===== config.mk =====
export PLATFORM = sky130hd
export DESIGN_NAME = murmur64a_hash
export DESIGN_NICKNAME = d
export VERILOG_FILES = /design/src/m64a_pkg.sv /design/src/m64a_mul.sv /design/src/murmur64a_hash.sv
export SDC_FILE = /design/constraint.sdc
export NUM_CORES = 2
export LEC_CHECK = 0
export BUFFER_PORTS_ARGS = -buffer_cell sky130_fd_sc_hd__buf_2
export CORE_AREA = 5 5 278 334
export DETAILED_ROUTE_END_ITERATION = 7
export DIE_AREA = 0 0 283 339
export PLACE_DENSITY = 0.8
export SLEW_MARGIN = 5
export SYNTH_ARGS = -nofsm -noshare
export SYNTH_HDL_FRONTEND = slang
export SYNTH_SLANG_ARGS = --single-unit

===== constraint.sdc =====
create_clock -name aclk -period 19.26 [get_ports aclk]
set_clock_uncertainty 0.1 [all_clocks]
set_input_delay 0.963 -clock aclk [delete_from_list [all_inputs] [get_ports aclk]]
set_output_delay 0.963 -clock aclk [all_outputs]
set_load 0.1 [all_outputs]

===== src/m64a_pkg.sv =====
`timescale 1ns / 1ps
`default_nettype none
// ----------------------------------------------------------------------------
// m64a_pkg
// Shared constants, types and sequencer states of the 64-bit murmur hash.
// ----------------------------------------------------------------------------
package m64a_pkg;

    localparam logic [63:0] MIX_MUL   = 64'hc6a4a7935bd1e995;
    localparam int          MIX_SHIFT = 47;

    localparam int          LENGTH_WIDTH_DEF = 16;
    localparam logic [63:0] SEED_RESET       = 64'd11;

    // Field layout of the input word
    localparam int WORD_W     = 64;
    localparam int NBYTES_W   = 4;
    localparam int LEN_W      = 16;
    localparam int NBYTES_LSB = WORD_W;
    localparam int LEN_LSB    = WORD_W + NBYTES_W;
    localparam int S_DATA_W   = 88;

    localparam logic [NBYTES_W-1:0] BYTES_FULL = 4'd8;

    // Multiplier request and response
    typedef struct packed {
        logic        start;
        logic [63:0] operand;
    } mul_req_t;

    typedef struct packed {
        logic        done;
        logic [63:0] product;
    } mul_rsp_t;

    typedef enum logic [2:0] {
        ST_IDLE,
        ST_LEN,
        ST_KEY1,
        ST_KEY2,
        ST_HASH,
        ST_FIN,
        ST_OUT
    } seq_state_t;

endpackage
`default_nettype wire


===== src/m64a_mul.sv =====
`timescale 1ns / 1ps
`default_nettype none
// ----------------------------------------------------------------------------
// m64a_mul
// Multiply by the mix constant, modulo 2^64, on one 32x32 multiplier over
// four steps; the product is valid in the cycle that done is high.
// ----------------------------------------------------------------------------
module m64a_mul (
    input  wire logic                aclk,
    input  wire logic                aresetn,
    input  wire m64a_pkg::mul_req_t  req,
    output m64a_pkg::mul_rsp_t       rsp
);
    import m64a_pkg::*;

    localparam logic [31:0] M_LO = MIX_MUL[31:0];
    localparam logic [31:0] M_HI = MIX_MUL[63:32];

    logic [63:0] a_reg;
    logic [63:0] acc_reg, acc_next;
    logic [63:0] prod_reg;
    logic [63:0] prod_next;
    logic [1:0]  step_reg;
    logic        busy_reg;
    logic        done_reg;
    logic [31:0] op_a;
    logic [31:0] op_b;

    // Partial products: lo*lo, lo*hi, hi*lo; only the low half of the cross
    // terms lands inside 64 bits.
    always_comb begin
        op_a      = (step_reg == 2'd2) ? a_reg[63:32] : a_reg[31:0];
        op_b      = (step_reg == 2'd1) ? M_HI : M_LO;
        prod_next = {32'd0, op_a} * {32'd0, op_b};
        case (step_reg)
            2'd1:    acc_next = prod_reg;
            2'd2:    acc_next = {acc_reg[63:32] + prod_reg[31:0], acc_reg[31:0]};
            2'd3:    acc_next = {acc_reg[63:32] + prod_reg[31:0], acc_reg[31:0]};
            default: acc_next = acc_reg;
        endcase
    end

    always_ff @(posedge aclk) begin
        if (!aresetn) begin
            busy_reg <= 1'b0;
            done_reg <= 1'b0;
            step_reg <= 2'd0;
        end else begin
            done_reg <= !req.start && busy_reg && (step_reg == 2'd3);
            if (req.start) begin
                busy_reg <= 1'b1;
                step_reg <= 2'd0;
            end else if (busy_reg) begin
                step_reg <= step_reg + 2'd1;
                if (step_reg == 2'd3) begin
                    busy_reg <= 1'b0;
                end
            end
        end
    end

    always_ff @(posedge aclk) begin
        if (req.start) begin
            a_reg <= req.operand;
        end
        if (busy_reg) begin
            prod_reg <= prod_next;
            acc_reg  <= acc_next;
        end
    end

    assign rsp.done    = done_reg;
    assign rsp.product = acc_reg;

endmodule
`default_nettype wire


===== src/murmur64a_hash.sv =====
`timescale 1ns / 1ps
`default_nettype none
// ----------------------------------------------------------------------------
// murmur64a_hash
// 64-bit murmur hash, variant 64A, over messages of 64-bit little-endian words.
// ----------------------------------------------------------------------------
// Usage:
//   s_ channel: one word per message chunk. s_tdata holds data_word, then
//   valid_bytes, then total_length; s_tuser marks the first word of a message
//   (whose total_length seeds the hash), s_tlast the last one. A word with
//   1 to 7 valid bytes is folded in as a tail, 0 valid bytes leaves the hash.
//   m_ channel: one finalized hash per message, after its last word.
//   cfg channel: seed register, always ready; write it only while idle.
// Schedule: every multiply by the mix constant runs on one shared 32x32
//   multiplier in four steps. A full word takes 3 multiplies, a tail word 1,
//   an empty word none. A first word adds the length multiply, a last word
//   the finalizer multiply and the output load. s_tready is high only while
//   the sequencer is idle.
// Reset: seed returns to 11, no message is open, no result is pending.
// Stall: a result waits in the output register; the next message is taken
//   meanwhile and only its own result waits for the register to free up.
// ----------------------------------------------------------------------------
module murmur64a_hash #(
    parameter int LENGTH_WIDTH = m64a_pkg::LENGTH_WIDTH_DEF
) (
    input  wire logic                            aclk,
    input  wire logic                            aresetn,
    // data_word [63:0], valid_bytes [67:64], total_length [83:68], zero pad
    input  wire logic [m64a_pkg::S_DATA_W-1:0]   s_tdata,
    // first_word [0]
    input  wire logic                            s_tuser,
    input  wire logic                            s_tlast,
    input  wire logic                            s_tvalid,
    output logic                                 s_tready,
    // hash_value [63:0]
    output logic [63:0]                          m_tdata,
    output logic                                 m_tvalid,
    input  wire logic                            m_tready,
    input  wire logic [63:0]                     cfg_data,
    input  wire logic                            cfg_valid,
    output logic                                 cfg_ready
);
    import m64a_pkg::*;

    // Length bits that enter the seed: the field is 16 bits wide
    localparam int LEN_BITS = (LENGTH_WIDTH < LEN_W) ? LENGTH_WIDTH : LEN_W;

    seq_state_t state_reg, state_next;

    logic                running_reg, running_next;
    logic                in_msg_reg, in_msg_next;
    logic                m_valid_reg, m_valid_next;
    logic [63:0]         seed_reg;
    logic [63:0]         h_reg, h_next;
    logic [63:0]         k_reg, k_next;
    logic [63:0]         word_reg, word_next;
    logic [NBYTES_W-1:0] nb_reg, nb_next;
    logic                last_reg, last_next;
    logic [63:0]         out_reg, out_next;

    logic                s_accept;
    logic [NBYTES_W-1:0] s_nbytes;
    logic [NBYTES_W-1:0] s_nb_clamped;
    logic [LEN_BITS-1:0] s_len;
    logic [63:0]         tail_mask;
    logic [63:0]         fin_mix;
    logic [63:0]         r;
    mul_req_t            mul_req;
    mul_rsp_t            mul_rsp;

    m64a_mul u_mul (
        .aclk    (aclk),
        .aresetn (aresetn),
        .req     (mul_req),
        .rsp     (mul_rsp)
    );

    assign s_tready  = (state_reg == ST_IDLE);
    assign s_accept  = s_tvalid && s_tready;
    assign cfg_ready = 1'b1;
    assign m_tvalid  = m_valid_reg;
    assign m_tdata   = out_reg;

    assign s_nbytes     = s_tdata[NBYTES_LSB +: NBYTES_W];
    assign s_nb_clamped = (s_nbytes > BYTES_FULL) ? BYTES_FULL : s_nbytes;
    assign s_len        = s_tdata[LEN_LSB +: LEN_BITS];
    assign r            = mul_rsp.product;
    assign fin_mix      = r ^ (r >> MIX_SHIFT);

    // Keep the low valid bytes of a tail word
    always_comb begin
        for (int i = 0; i < 8; i++) begin
            tail_mask[8*i +: 8] = (NBYTES_W'(i) < nb_reg) ? 8'hff : 8'h00;
        end
    end

    always_comb begin
        state_next    = state_reg;
        running_next  = running_reg;
        in_msg_next   = in_msg_reg;
        h_next        = h_reg;
        k_next        = k_reg;
        word_next     = word_reg;
        nb_next       = nb_reg;
        last_next     = last_reg;
        out_next      = out_reg;
        mul_req       = '0;

        // Drop the pending result once the receiver takes it
        m_valid_next  = m_valid_reg && !m_tready;

        case (state_reg)
            ST_IDLE: begin
                if (s_accept) begin
                    word_next = s_tdata[WORD_W-1:0];
                    nb_next   = s_nb_clamped;
                    last_next = s_tlast;
                    if (s_tuser) begin
                        k_next     = 64'(s_len);
                        state_next = ST_LEN;
                    end else if (in_msg_reg) begin
                        if (s_nb_clamped == BYTES_FULL) begin
                            state_next = ST_KEY1;
                        end else if (s_nb_clamped != '0) begin
                            state_next = ST_HASH;
                        end else if (s_tlast) begin
                            state_next = ST_FIN;
                        end
                    end
                end
            end
            ST_LEN: begin
                mul_req.operand = k_reg;
                if (!running_reg) begin
                    mul_req.start = 1'b1;
                    running_next  = 1'b1;
                end else if (mul_rsp.done) begin
                    running_next = 1'b0;
                    h_next       = seed_reg ^ r;
                    in_msg_next  = 1'b1;
                    if (nb_reg == BYTES_FULL) begin
                        state_next = ST_KEY1;
                    end else if (nb_reg != '0) begin
                        state_next = ST_HASH;
                    end else if (last_reg) begin
                        state_next = ST_FIN;
                    end else begin
                        state_next = ST_IDLE;
                    end
                end
            end
            ST_KEY1: begin
                mul_req.operand = word_reg;
                if (!running_reg) begin
                    mul_req.start = 1'b1;
                    running_next  = 1'b1;
                end else if (mul_rsp.done) begin
                    running_next = 1'b0;
                    k_next       = fin_mix;
                    state_next   = ST_KEY2;
                end
            end
            ST_KEY2: begin
                mul_req.operand = k_reg;
                if (!running_reg) begin
                    mul_req.start = 1'b1;
                    running_next  = 1'b1;
                end else if (mul_rsp.done) begin
                    running_next = 1'b0;
                    k_next       = r;
                    state_next   = ST_HASH;
                end
            end
            ST_HASH: begin
                mul_req.operand = (nb_reg == BYTES_FULL) ? (h_reg ^ k_reg)
                                                         : (h_reg ^ (word_reg & tail_mask));
                if (!running_reg) begin
                    mul_req.start = 1'b1;
                    running_next  = 1'b1;
                end else if (mul_rsp.done) begin
                    running_next = 1'b0;
                    h_next       = r;
                    if (last_reg) begin
                        state_next = ST_FIN;
                    end else begin
                        in_msg_next = 1'b1;
                        state_next  = ST_IDLE;
                    end
                end
            end
            ST_FIN: begin
                mul_req.operand = h_reg ^ (h_reg >> MIX_SHIFT);
                if (!running_reg) begin
                    mul_req.start = 1'b1;
                    running_next  = 1'b1;
                end else if (mul_rsp.done) begin
                    running_next = 1'b0;
                    h_next       = fin_mix;
                    state_next   = ST_OUT;
                end
            end
            ST_OUT: begin
                // Hold the hash until the output register is free
                if (!m_valid_reg || m_tready) begin
                    out_next     = h_reg;
                    m_valid_next = 1'b1;
                    h_next       = '0;
                    in_msg_next  = 1'b0;
                    state_next   = ST_IDLE;
                end
            end
            default: begin
                state_next   = ST_IDLE;
                running_next = 1'b0;
            end
        endcase
    end

    always_ff @(posedge aclk) begin
        if (!aresetn) begin
            state_reg   <= ST_IDLE;
            running_reg <= 1'b0;
            in_msg_reg  <= 1'b0;
            m_valid_reg <= 1'b0;
            seed_reg    <= SEED_RESET;
            h_reg       <= '0;
        end else begin
            state_reg   <= state_next;
            running_reg <= running_next;
            in_msg_reg  <= in_msg_next;
            m_valid_reg <= m_valid_next;
            h_reg       <= h_next;
            if (cfg_valid && cfg_ready) begin
                seed_reg <= cfg_data;
            end
        end
    end

    always_ff @(posedge aclk) begin
        k_reg    <= k_next;
        word_reg <= word_next;
        nb_reg   <= nb_next;
        last_reg <= last_next;
        out_reg  <= out_next;
    end

    // Never restart the multiplier while it is working
    a_start_idle: assert property (@(posedge aclk) disable iff (!aresetn)
        mul_req.start |-> !running_reg)
        else $error("multiplier restarted while busy");

    // A product only comes back for an issued multiply
    a_done_expected: assert property (@(posedge aclk) disable iff (!aresetn)
        mul_rsp.done |-> running_reg)
        else $error("unexpected multiplier result");

    // A first word always begins with the length multiply
    a_first_len: assert property (@(posedge aclk) disable iff (!aresetn)
        (s_accept && s_tuser) |=> (state_reg == ST_LEN))
        else $error("first word did not seed from length");

    // Leaving the output state always presents a result
    a_out_valid: assert property (@(posedge aclk) disable iff (!aresetn)
        (state_reg == ST_OUT && state_next == ST_IDLE) |=> m_tvalid)
        else $error("finalized hash not presented");

    // No message stays open after its result has been loaded
    a_msg_closed: assert property (@(posedge aclk) disable iff (!aresetn)
        (state_reg == ST_OUT && state_next == ST_IDLE) |=> !in_msg_reg)
        else $error("message left open after result");

endmodule
`default_nettype wire

Yosys cells after proc, flatten, opt, wreduce, memory -nomap -nowiden
Index checks and enable logic that the tools add are counted. Widths: inputs -> output; s select.

Add/sub/neg operators: 2. Multiply operators: 1. Divide/modulo/power cells: 0. Order comparisons: 9. Equality and inequality tests: 27. Shift-type cells: 0. Mux-type cells: 62. Bitwise logic cells: 8. Reductions and logical operators: 28.

Operators with widths (count): $mux 64 (10); $pmux 65 s4 (1); $pmux 64 s4 (1); $pmux 64 s3 (1); $xor 64x64->64 (3); $pmux 64 s2 (1); $xor 64x17->64 (2); $and 64x64->64 (1); $mul 32x32->64 (1); $mux 32 (2); $mux 8 (8); $mux 3 (20); $add 32x32->32 (1); $pmux 3 s7 (1); $lt 3x4->1 const A (4); $ne 2x2->1 const B (8); $mux 1 (14); $reduce_and 14->1 (1); $reduce_and 7->1 (2); $ne 2x1->1 const B (6); $reduce_bool 4->1 (3); $eq 3x3->1 const B (3); $eq 4x4->1 const B (2); $lt 1x4->1 const A (2); 24 further kinds (39).

Bits in registers: 527. Latch bits: 0. Bits in writable memories: 0. Bits in read-only memories: 0. Word-level logic and storage cells: 155. Memories: 0.

Depth between registers and ports, before layout
Depth in word-level cells: 9. Mapped depth: 34. Mapped depth without buffers: 31.

Modules after synthesis
Synthesis repeated with hierarchy kept, for this count alone.

Cells, all modules: 4718. Area, all modules: 50093.0 µm².

Modules (own cells, without submodules): m64a_mul (instances 1, cells an instance 3093, area an instance 32911.6 µm²); murmur64a_hash (instances 1, cells an instance 1625, area an instance 17181.5 µm²).

Worst setup path after synthesis
Ideal clock, no wire load.

Kind: reg-to-reg. Start: register u_mul.step_reg[0]. End: register u_mul.prod_reg[62], data pin. Arrival: 8.630 ns. Required time: 18.886 ns. Slack: 10.256 ns. Stages on the path, launching flop included: 34. Buffers on the path: 4. Period minus slack after synthesis: 9.004 ns. Cells stage by stage: dfxtp_1 inv_1 ha_1 clkbuf_1 buf_1 clkbuf_1 mux2i_1 inv_1 and2_1 inv_1 fa_1 inv_1 fa_1 fa_1 inv_1 fa_1 inv_1 fa_1 inv_1 fa_1 inv_1 fa_1 fa_1 ha_1 clkbuf_1 a21oi_1 o21ai_0 o2111ai_1 a21oi_1 o21ai_0 o21ai_1 nand2_1 o41ai_1 xor2_1.

Longest elaborated chain between the ends: 3.

RTL lines: start, declared (RTL line m64a_mul.sv:23) `logic [1:0] step_reg;`; start signal, assigned (RTL line m64a_mul.sv:54) `step_reg <= step_reg + 2'd1;`; $eq 2x2->1 or $eq 2x1->1 (tied branches) (RTL line m64a_mul.sv:32, m64a_mul.sv:33); $mux 32 (on tied branches) (RTL line m64a_mul.sv:32, m64a_mul.sv:33); $mul 32x32->64 (*) (RTL line m64a_mul.sv:34) `prod_next = {32'd0, op_a} * {32'd0, op_b};`; named net u_mul.prod_next[62] (RTL line m64a_mul.sv:22) `logic [63:0] prod_next;`; end signal, assigned (RTL line m64a_mul.sv:67) `prod_reg <= prod_next;`; end, declared (RTL line m64a_mul.sv:21) `logic [63:0] prod_reg;`.

Mark *: on every way through the listed nets, which the timed path passes. The rest lies on a longest branch. A chain may end at the register's enable or synchronous reset.

Worst setup path in the final report
Start: register u_mul.step_reg[0]. End: register u_mul.prod_reg[63], data pin.

The elaborated chain is that of the path after synthesis.

==> metrics.txt <==
status completed; CTS Buf Count 47; CTS tree built; fin. max-slew vios 0; critical path launch point u_mul.step_reg[0]; Initial Util 54.6%; chip height 339 um; slew at the pin closest to its max-slew limit 1.25 ns; FF+latch count, synth 527; Buffers on Ports 220; DRT iter0 DRCs 3,756; Crit path required time 19.55 ns; clk sinks 527; # DRC 0; All-Layer GR Usage 30.5%; post-synthesis mux area share 2.13%; max incr delay on CP 1.06 ns; CP dominant cell by count fa_1; DRT Pass-1 Iters 8; hold path depth 0; post-CTS resize count 0; H-tree levels 2; crit-path max FO 34; Post-synth EDFFs 389; initial antenna violation count 4; WL/cell 25.3 um; clock period minus worst slack 11.41 ns; Worst Reg-to-Reg Cells 26; WS Path Type flip-flop to flip-flop; Hold Path Sink m_tdata[22]; xor and xnor area share after synthesis 3.89%; grt ovf 0; setup violators final 0; clock transition at the registers of the reported paths 0.07 ns; complex-gate fraction of the synthesized area 11.4%; CTS max path bufs 3; commonest cells in the netlist inv_1, fa_1, ha_1; Syn Area/Cell 10.6 um^2; dominant cells by area after synthesis fa_1, edfxtp_1, ha_1; R2R setup slack 7.85 ns; Hold Crit Class flip-flop to flip-flop; Routability Congestion 1.01; Post-Syn Area 0.0486 mm^2; I/O pin count 226; Post-layout nets 5,927; Post-Syn Instances 4,593; placed instance area 0.0508 mm^2; post-layout util 58.9%; reg2reg end u_mul.prod_reg[63]; Root Driver clkbuf_16; Tcrit/Tclk final 59.2%; Core Area 0.0890 mm^2; setup bufs post-CTS 0; critical path endpoint category flip-flop; Avg Vias per Cell 6.02; r2r startpoint u_mul.step_reg[0]; hold_sp h_reg[22]; Synth Area in Simple Gates 8.22%; max_cap viols 0; Yosys cell types 71; die area 0.0959 mm^2; unrepaired setup endpoints after global routing no; CTS Hold Bufs 0; Die W 283 um; Final Hold Viols 0; Worst EP arrival 11.69 ns; ys flop type edfxtp_1; CP Buf/Inv Count 6; vias in the first global route 36,500; Clock Latency Late Sink 0.60 ns; synth warn 0; layout cells sized above 1 8.44%; fmax 87.7 MHz; via count 35,600; first-pass GRT wire length 222,000 um; sequential share of the synthesized area 29.7%; area share of the largest cell type after synthesis 25.7%; Syn-to-layout area delta 7.87%; count leader, synth inv_1; Yosys top cell by area fa_1; largest family of logic cells by synthesized area adder cells; antenna-violating nets left 0; Adder-Cell Fraction of Synth Area 36.8%; Startpoint Class flip-flop; setup tns final 0 ns; CP top delay family adder cells; post-DP HPWL 119,000 um; pin count of the biggest net entering global routing 96; ys async rst share 0%; Relative slew margins 14.3%; Routed WL 149,000 um; Finished Cell Area 0.0525 mm^2; row count 120; slowest stage cell, crit path mux2i_1
[placed cells by master, fill, tap and decap left out, drive strengths merged, types with 12 or more instances in the layout]
cell type,count
o22ai,67
or2,20
buf,255
dfxtp,138
a211oi,19
clkbuf,70
mux2i,82
o21bai,18
a21o,48
nand3,36
mux2,19
and2,104
inv,828
edfxtp,389
ha,431
o21a,12
a22oi,114
nand4,26
nor3,26
xor2,62
a21oi,185
o211a,67
o211ai,55
nand2b,20
o21ai,166
xnor2,154
nand2,310
o221ai,18
fa,625
nor2b,97
nor2,183
[cell type report]
type	instances	area [um^2]
antenna	2	5.00
sequential	527	14500
timing repair buffer	255	1370
multi-input combinational	3056	30500
clock inverter	18	204
tap	1159	1450
clock buffer	70	1430
inverter	825	3100
fill	7226	36600
[through the flow]
stage | setup slack, ns | std cells | hold slack (ns)
floorplan | 10.26 | 4596 | 0.352
global placement | 8.46 | 5822 | 0.368
detailed placement | 8.23 | 5822 | 0.368
CTS | 8.19 | 5910 | 0.383
global route | 7.89 | 5910 | 0.393
finish | 7.85 | 5912 | 0.386
[worst reg2reg max path: stages, from the launching register on]
cell and delay [ns]:
dfxtp_1 0.37, inv_1 0.11, ha_2 0.16, buf_4 0.48, mux2i_1 1.07, inv_1 0.69
nand2_1 0.45, inv_1 0.29, fa_1 0.56, fa_1 0.60, inv_1 0.07, fa_1 0.46
fa_1 0.55, inv_1 0.06, fa_1 0.54, fa_1 0.42, fa_1 0.66, fa_1 0.49
ha_1 0.49, nand2_1 0.20, nor4_1 0.50, nand2b_1 0.09, o21ai_0 0.75, a311oi_1 0.33
o31ai_1 0.30, a21oi_1 0.12, xnor2_1 0.28
[per-layer routing]
layer	routed length, um	global-route usage (%)	vias to the layer above
met5	0	0	-
met4	13200	20.6	0
met3	13100	4.80	547
met2	69100	49.4	2077
met1	54000	37.8	17500
li1	-	-	15500
[worst max-delay path by stage]
stage | to | slack, ns | cells past startpoint
finish | u_mul.prod_reg[63] | 7.85 | 26
global route | u_mul.prod_reg[63] | 7.89 | 26
global placement | u_mul.prod_reg[63] | 8.46 | 26
detailed placement | u_mul.prod_reg[63] | 8.23 | 26
floorplan | u_mul.prod_reg[62] | 10.26 | 33
CTS | u_mul.prod_reg[63] | 8.19 | 26
[cells by family (layout without fill, tap and decap cells)]
kind of cell             Yosys count  after routing
adder cells (fa/ha/maj)         1056           1056
flip-flops                       527            527
AO/OA/AOI/OAI                    832            832
XOR/XNOR                         216            216
other                              2              7
AND/OR/NAND/NOR                  846            846
buffers and inverters           1013           1168
multiplexers                     101            101
Power is left out: the tool's default activity adds up to more than one toggle a clock period on the data nets, which glitch-free logic cannot reach.
